===== config.mk =====
export PLATFORM = sky130hd
export DESIGN_NAME = chunk_header_scanner
export DESIGN_NICKNAME = d
export VERILOG_FILES = /design/src/chs_pkg.sv /design/src/chunk_header_scanner.sv /design/src/chs_step.sv
export SDC_FILE = /design/constraint.sdc
export NUM_CORES = 1
export LEC_CHECK = 0
export ABC_CLOCK_PERIOD_IN_PS = 17500
export BUFFER_PORTS_ARGS = -buffer_cell sky130_fd_sc_hd__buf_2
export CAP_MARGIN = 20
export CORE_MARGIN = 2
export CORE_UTILIZATION = 30
export DETAILED_ROUTE_END_ITERATION = 12
export HOLD_SLACK_MARGIN = 0.02
export PLACE_DENSITY = 0.49
export SETUP_SLACK_MARGIN = 0.4
export SYNTH_ARGS = -nofsm -noshare
export SYNTH_HDL_FRONTEND = slang
export SYNTH_SLANG_ARGS = --single-unit
export TNS_END_PERCENT = 30

===== constraint.sdc =====
create_clock -name clk -period 17.5 [get_ports clk]
set_input_delay 0.875 -clock clk [delete_from_list [all_inputs] [get_ports clk]]
set_output_delay 0.875 -clock clk [all_outputs]
set_load 0.02 [all_outputs]

===== src/chs_pkg.sv =====
// Types, codes and constants for the chunk header scanner.
package chs_pkg;

  localparam int unsigned HEADER_BYTES = 8;
  localparam logic [31:0] MARK_BIT     = 32'h8000_0000;

  // Scan phases
  localparam logic [1:0] PHASE_HEADER  = 2'd0;
  localparam logic [1:0] PHASE_PAYLOAD = 2'd1;
  localparam logic [1:0] PHASE_DONE    = 2'd2;

  // Result status codes
  localparam logic [1:0] ST_FOUND     = 2'd0;
  localparam logic [1:0] ST_NOT_FOUND = 2'd1;
  localparam logic [1:0] ST_TRUNCATED = 2'd2;

  // Configuration register indexes
  localparam logic REG_TARGET_ID     = 1'b0;
  localparam logic REG_BUFFER_LENGTH = 1'b1;

  typedef struct packed {
    logic [7:0] data_byte;
    logic       start_of_buffer;
  } in_item_t;

  typedef struct packed {
    logic [1:0]  scan_status;
    logic [31:0] payload_offset;
    logic [31:0] payload_length;
  } out_item_t;

  typedef struct packed {
    logic [1:0]  scan_phase;
    logic [2:0]  header_byte_index;
    logic [31:0] id_shift;
    logic [31:0] size_shift;
    logic [31:0] payload_remaining;
    logic [32:0] byte_position;
  } scan_state_t;

  localparam scan_state_t SCAN_RESET = '{
    scan_phase:        PHASE_HEADER,
    header_byte_index: 3'd0,
    id_shift:          32'd0,
    size_shift:        32'd0,
    payload_remaining: 32'd0,
    byte_position:     33'd0
  };

endpackage


===== src/chunk_header_scanner.sv =====
// Chunk header scanner: walks a byte stream of id/size chunks and reports the target chunk.
//
// One byte is taken per transfer and the block accepts a byte in every cycle
// in which in_stall is low. Each byte passes through one step of combinational
// logic (a shift, a position counter and three 34-bit add/compares) between the
// scan state registers and a single output register, so a decision appears on
// out_ in the cycle after the byte that caused it. The output register keeps the
// input side flowing while a result waits: in_stall rises only when a result is
// held and out_stall is high. At most one result comes per buffer: found with
// the payload offset and size, truncated when a chunk runs past
// buffer_length, or not found when fewer than 8 bytes remain at a header
// start. After a decision the remaining bytes are swallowed until a byte with
// start_of_buffer set restarts the scan. Registers are written through
// cfg_we/cfg_index/cfg_wdata and take effect from the next byte.
module chunk_header_scanner (
  input  logic               clk,
  input  logic               rst_n,
  input  logic               in_valid,
  output logic               in_stall,
  input  chs_pkg::in_item_t  in_data,
  output logic               out_valid,
  input  logic               out_stall,
  output chs_pkg::out_item_t out_data,
  input  logic               cfg_we,
  input  logic               cfg_index,
  input  logic [31:0]        cfg_wdata
);

  chs_pkg::scan_state_t st_r;
  chs_pkg::scan_state_t st_nxt;
  chs_pkg::out_item_t   out_data_r;
  chs_pkg::out_item_t   res;
  logic                 out_valid_r;
  logic                 emit;
  logic                 in_take;
  logic [30:0]          target_id_r;
  logic [31:0]          buffer_length_r;

  // Input stalls only while a finished result is held back downstream.
  assign in_stall  = out_valid_r & out_stall;
  assign in_take   = in_valid & ~in_stall;
  assign out_valid = out_valid_r;
  assign out_data  = out_data_r;

  chs_step u_step (
    .st            (st_r),
    .item          (in_data),
    .target_id     (target_id_r),
    .buffer_length (buffer_length_r),
    .st_nxt        (st_nxt),
    .emit          (emit),
    .res           (res)
  );

  // Configuration registers
  always_ff @(posedge clk) begin
    if (!rst_n) begin
      target_id_r     <= '0;
      buffer_length_r <= '0;
    end else if (cfg_we) begin
      unique case (cfg_index)
        chs_pkg::REG_TARGET_ID:     target_id_r     <= cfg_wdata[30:0];
        chs_pkg::REG_BUFFER_LENGTH: buffer_length_r <= cfg_wdata;
      endcase
    end
  end

  // Scan state advances once per accepted byte
  always_ff @(posedge clk) begin
    if (!rst_n) begin
      st_r <= chs_pkg::SCAN_RESET;
    end else if (in_take) begin
      st_r <= st_nxt;
    end
  end

  // Output register: loads a new decision, drops valid once transferred
  always_ff @(posedge clk) begin
    if (!rst_n) begin
      out_valid_r <= 1'b0;
    end else if (in_take && emit) begin
      out_valid_r <= 1'b1;
    end else if (!out_stall) begin
      out_valid_r <= 1'b0;
    end
  end

  always_ff @(posedge clk) begin
    if (in_take && emit) begin
      out_data_r <= res;
    end
  end

endmodule


===== src/chs_step.sv =====
// Per-byte next-state and decision logic of the chunk header scanner.
module chs_step (
  input  chs_pkg::scan_state_t st,
  input  chs_pkg::in_item_t    item,
  input  logic [30:0]          target_id,
  input  logic [31:0]          buffer_length,
  output chs_pkg::scan_state_t st_nxt,
  output logic                 emit,
  output chs_pkg::out_item_t   res
);

  chs_pkg::scan_state_t cur;
  logic [32:0] pos_inc;
  logic [31:0] id_upd;
  logic [31:0] size_upd;
  logic        wont_fit_now;
  logic        wont_fit_next;
  logic        truncated;

  always_comb begin
    cur = item.start_of_buffer ? chs_pkg::SCAN_RESET : st;
    pos_inc = cur.byte_position + 33'd1;
    id_upd   = cur.header_byte_index[2] ? cur.id_shift
                                        : {item.data_byte, cur.id_shift[31:8]};
    size_upd = cur.header_byte_index[2] ? {item.data_byte, cur.size_shift[31:8]}
                                        : cur.size_shift;
    // header start at pos: pos + 8 > length
    wont_fit_now  = ({1'b0, cur.byte_position} + 34'(chs_pkg::HEADER_BYTES))
                    > {2'b00, buffer_length};
    // header start at pos + 1: pos + 9 > length
    wont_fit_next = ({1'b0, cur.byte_position} + 34'(chs_pkg::HEADER_BYTES + 1))
                    > {2'b00, buffer_length};
    // (pos + 1) + size > length  <=>  pos + size >= length
    truncated     = ({1'b0, cur.byte_position} + {2'b00, size_upd})
                    >= {2'b00, buffer_length};
  end

  always_comb begin
    st_nxt = cur;
    emit   = 1'b0;
    res.scan_status    = chs_pkg::ST_NOT_FOUND;
    res.payload_offset = 32'd0;
    res.payload_length = 32'd0;
    unique case (cur.scan_phase)
      chs_pkg::PHASE_HEADER: begin
        if (cur.header_byte_index == 3'd0 && wont_fit_now) begin
          emit = 1'b1;
        end else begin
          st_nxt.byte_position     = pos_inc;
          st_nxt.id_shift          = id_upd;
          st_nxt.size_shift        = size_upd;
          st_nxt.header_byte_index = cur.header_byte_index + 3'd1;
          if (cur.header_byte_index == 3'd7) begin
            if (truncated) begin
              emit = 1'b1;
              res.scan_status = chs_pkg::ST_TRUNCATED;
            end else if ((id_upd & ~chs_pkg::MARK_BIT) == {1'b0, target_id}) begin
              emit = 1'b1;
              res.scan_status    = chs_pkg::ST_FOUND;
              res.payload_offset = pos_inc[31:0];
              res.payload_length = size_upd;
            end else if (size_upd != 32'd0) begin
              st_nxt.payload_remaining = size_upd;
              st_nxt.scan_phase        = chs_pkg::PHASE_PAYLOAD;
            end else if (wont_fit_next) begin
              emit = 1'b1;
            end
          end
        end
      end
      chs_pkg::PHASE_PAYLOAD: begin
        st_nxt.byte_position     = pos_inc;
        st_nxt.payload_remaining = cur.payload_remaining - 32'd1;
        if (cur.payload_remaining == 32'd1) begin
          st_nxt.scan_phase        = chs_pkg::PHASE_HEADER;
          st_nxt.header_byte_index = 3'd0;
          emit = wont_fit_next;
        end
      end
      default: begin
        // decided: bytes ignored until the next start flag
      end
    endcase
    if (emit) st_nxt.scan_phase = chs_pkg::PHASE_DONE;
  end

endmodule


==> flow_summary.json <==
{
  "start_util": 0.3049,
  "crit_path_frequent_cell": "o21ai_0",
  "critPathRequiredTime_ns": 17.94,
  "outcome": "finished clean",
  "synth_fp_nets": 2520,
  "async_flop_share": 0,
  "areaGrowthSynthToFinish_pct": 13.32,
  "io_buffers": 114,
  "min-delay-start": "buffer_length_r[29]",
  "die-width_um": 252.1,
  "ys_seq_area_frac": 0.3219,
  "grt_pass1_vias": 16930,
  "antenna_cells": 0,
  "yosysTopAreaCell": "dfxtp_1",
  "layout.cells.non_filler": 3197,
  "ys.warnings.count": 0,
  "worst_setup_path_end_kind": "flop",
  "drv_cap": 0,
  "ys_top_cells_by_area": "dfxtp_1 21%, edfxtp_1 11%, ha_1 9.0%",
  "r2r-start": "st_r[131]",
  "io_pins": 115,
  "htreeDepth": 2,
  "drc": 0,
  "cts_tree": "yes",
  "startpoint": "st_r[131]",
  "row_count": 90,
  "clkLatencyLatePin_ns": 0.54,
  "grt_usage": 0.2239,
  "hp-class": "flop to flop",
  "path_depth": 24,
  "max_freq_mhz": 115.2,
  "post_cts_buffers": 0,
  "synth.cell_area_um2": 18470,
  "hold_viol": 0,
  "synth_edf_count": 66,
  "gp_congestion": 0.9296,
  "hold_buffers": 0,
  "hpwl_mm": 55.64,
  "drt-total-wl_mm": 72.58,
  "ys.flop_type": "dfxtp_1",
  "powerDensity_nw_per_um2": 74.01,
  "maxUsedRoutingLayer": "met4",
  "whs_ns": 0.4526,
  "rr_endpoint": "st_r[133]",
  "endpoint": "st_r[133]",
  "max-slew-margin-rel": 0.1839,
  "cts_made_buffers": 34,
  "leakagePower_nw": 7.990,
  "synth.most_common_cell": "nand2_1",
  "critPathLaunchType": "flop",
  "fin_crit_sh": 0.4958,
  "die_area_um2": 63570,
  "peakVddDrop_uv": 68.82,
  "antenna_found_initial": 1,
  "regArea_um2": 5949,
  "wl_met1_mm": 33.95,
  "crit_buf_inv": 2,
  "wl_met3_mm": 4.372,
  "period_needed_ns": 8.677,
  "grt_pass1_wl_mm": 107.9,
  "wl_per_cell_um": 22.70,
  "critPathKind": "flop to flop",
  "avgSynthCellArea_um2": 7.897,
  "clkSinkCount": 264,
  "postSynthCellCount": 2339,
  "critical_path_peak_fanout": 67,
  "clk_pin_slew_ns": 0.06,
  "ctsResizeCount": 0,
  "worstPathArrival_ns": 9.12,
  "ys_ff_latch": 264,
  "r2r_slack_ns": 8.82,
  "coreArea_um2": 60580,
  "drtPass1Iterations": 8,
  "fin_nets": 2573,
  "fin_tns_setup_ns": 0,
  "num_vias": 17890,
  "fin_skew_ns": 0.01874,
  "setup_viol": 0,
  "synth_top_area_frac": 0.2146,
  "crit_family": "compound AO/OA/AOI/OAI gates",
  "cp_slowest_cell": "mux2i_1",
  "crit_chain": "buf_4 > mux2i_1 > nor2_1 > ha_1 > and3_1 > a221oi_1 > o21ai_0 > o32ai_1 > a21oi_1 > a2111o_1 > a21oi_1 > o21ai_0 > xor2_1 > ha_1 > a21o_1 > a21o_1 > a2111oi_0 > o32a_1 > nor2b_1 > o211ai_1 > o21ai_0 > a21oi_4 > buf_4 > o21a_1",
  "multi_input_area_um2": 11660,
  "final_util": 0.3455,
  "clockBufferDepth": 3,
  "synth_common_cells": "346 x nand2_1, 237 x a21oi_1, 217 x nor2_1",
  "r2r_cells": 24,
  "die_height_um": 252.1,
  "ant_nets": 0,
  "fill_cells": 6449,
  "grt_setup_unrepaired": "false",
  "drive_gt1_frac": 0.1052,
  "grt_max_degree": 87,
  "report.final.slew_viol_count": 0,
  "place_inst": 3138,
  "met2_length_mm": 32.01,
  "synthDistinctLibCells": 81,
  "grt.overflow.total": 0,
  "root_buffer": "clkbuf_16",
  "worstMarginPinSlew_ns": 1.213,
  "max_stage_delay_ns": 0.78,
  "drtIter0Drc": 1722,
  "vias_per_cell": 5.595
}
## how the worst min path moves through the flow
stage,to,cells after the start
after floorplan,st_r[9],1
after global placement,st_r[9],1
after detailed placement,st_r[9],1
after CTS,st_r[71],2
after global routing,st_r[71],2
final,buffer_length_r[29],2
## state kept, by name, indices dropped and copies added (netlist names)
name / count
target_id_r: 31
buffer_length_r: 32
out_data: 66
out_valid: 1
st_r: 134
## worst register-to-register path, stage by stage (launching register included)
cell and delay, ns:
dfxtp_4 0.63, buf_4 0.67, mux2i_1 0.79, nor2_1 0.23, ha_1 0.43, and3_1 0.21
a221oi_1 0.27, o21ai_0 0.26, o32ai_1 0.40, a21oi_1 0.16, a2111o_1 0.41, a21oi_1 0.36
o21ai_0 0.20, xor2_1 0.17, ha_1 0.30, a21o_1 0.18, a21o_1 0.18, a2111oi_0 0.44
o32a_1 0.35, nor2b_1 0.17, o211ai_1 0.16, o21ai_0 0.77, a21oi_4 0.08, buf_4 0.44
o21a_1 0.34
## cell families after synthesis
group | Yosys count | share of synthesized area
XOR/XNOR | 142 | 0.06733
AND/OR/NAND/NOR | 915 | 0.2283
multiplexers | 75 | 0.04315
AO/OA/AOI/OAI | 583 | 0.1983
buffers and inverters | 224 | 0.04884
flip-flops | 264 | 0.3219
adder cells (fa/ha/maj) | 136 | 0.09226
## routing by layer
metal / global-route usage / up-vias
met1: 0.3198 / 8678
met3: 0.02636 / 94
li1: - / 8441
met4: 0.07422 / 0
met5: 0 / -
met2: 0.3494 / 674
## final cells by class
type,instances,area share
Multi-Input combinational cell,1851,0.5569
Timing Repair Buffer,158,0.04429
Tap cell,782,0.04675
Clock inverter,17,0.009206
Inverter,83,0.01500
Clock buffer,42,0.04358
Sequential cell,264,0.2842
## placed cells by master, fill, tap and decap left out, types with 9 or more instances in the layout
| cell | netlist | routed |
|---|---|---|
| a22oi_1 | 14 | 14 |
| or2_2 | 14 | 14 |
| o211ai_1 | 14 | 14 |
| and3_1 | 14 | 14 |
| o22ai_1 | 12 | 12 |
| ha_1 | 133 | 133 |
| mux2i_1 | 61 | 61 |
| buf_2 | 19 | 113 |
| clkbuf_16 | 0 | 35 |
| a211oi_1 | 13 | 13 |
| or3_1 | 11 | 10 |
| a22o_1 | 33 | 33 |
| nor2_1 | 217 | 216 |
| nand3b_1 | 9 | 9 |
| nor3_1 | 91 | 90 |
| buf_4 | 2 | 43 |
| nand2_1 | 346 | 346 |
| dfxtp_1 | 198 | 197 |
| edfxtp_1 | 66 | 66 |
| xor2_1 | 52 | 52 |
| inv_1 | 80 | 80 |
| a21o_1 | 45 | 45 |
| o21ai_0 | 99 | 99 |
| nand2b_1 | 21 | 21 |
| a21oi_1 | 237 | 235 |
| nor4_1 | 24 | 24 |
| nand3_1 | 52 | 52 |
| o21a_1 | 17 | 17 |
| xnor2_1 | 90 | 90 |
| nor2b_1 | 47 | 46 |
| a31oi_1 | 11 | 11 |
| nand4_1 | 33 | 33 |
| mux2_2 | 9 | 9 |
## report_power, final
part / internal, mW / switching [mW]
Sequential: 0.642 / 0.0148
Clock: 0.430 / 0.283
Combinational: 0.0550 / 0.124
## per-stage QoR
step	instance area [um^2]	setup WS (ns)	total power, mW
floorplan	18470	7.044	0.7784
global placement	19790	8.820	0.8457
detailed placement	19830	8.754	0.8480
CTS	20930	8.957	1.565
global route	20930	8.381	1.606
finish	20930	8.823	1.549
(Power assumes the default switching activity.)
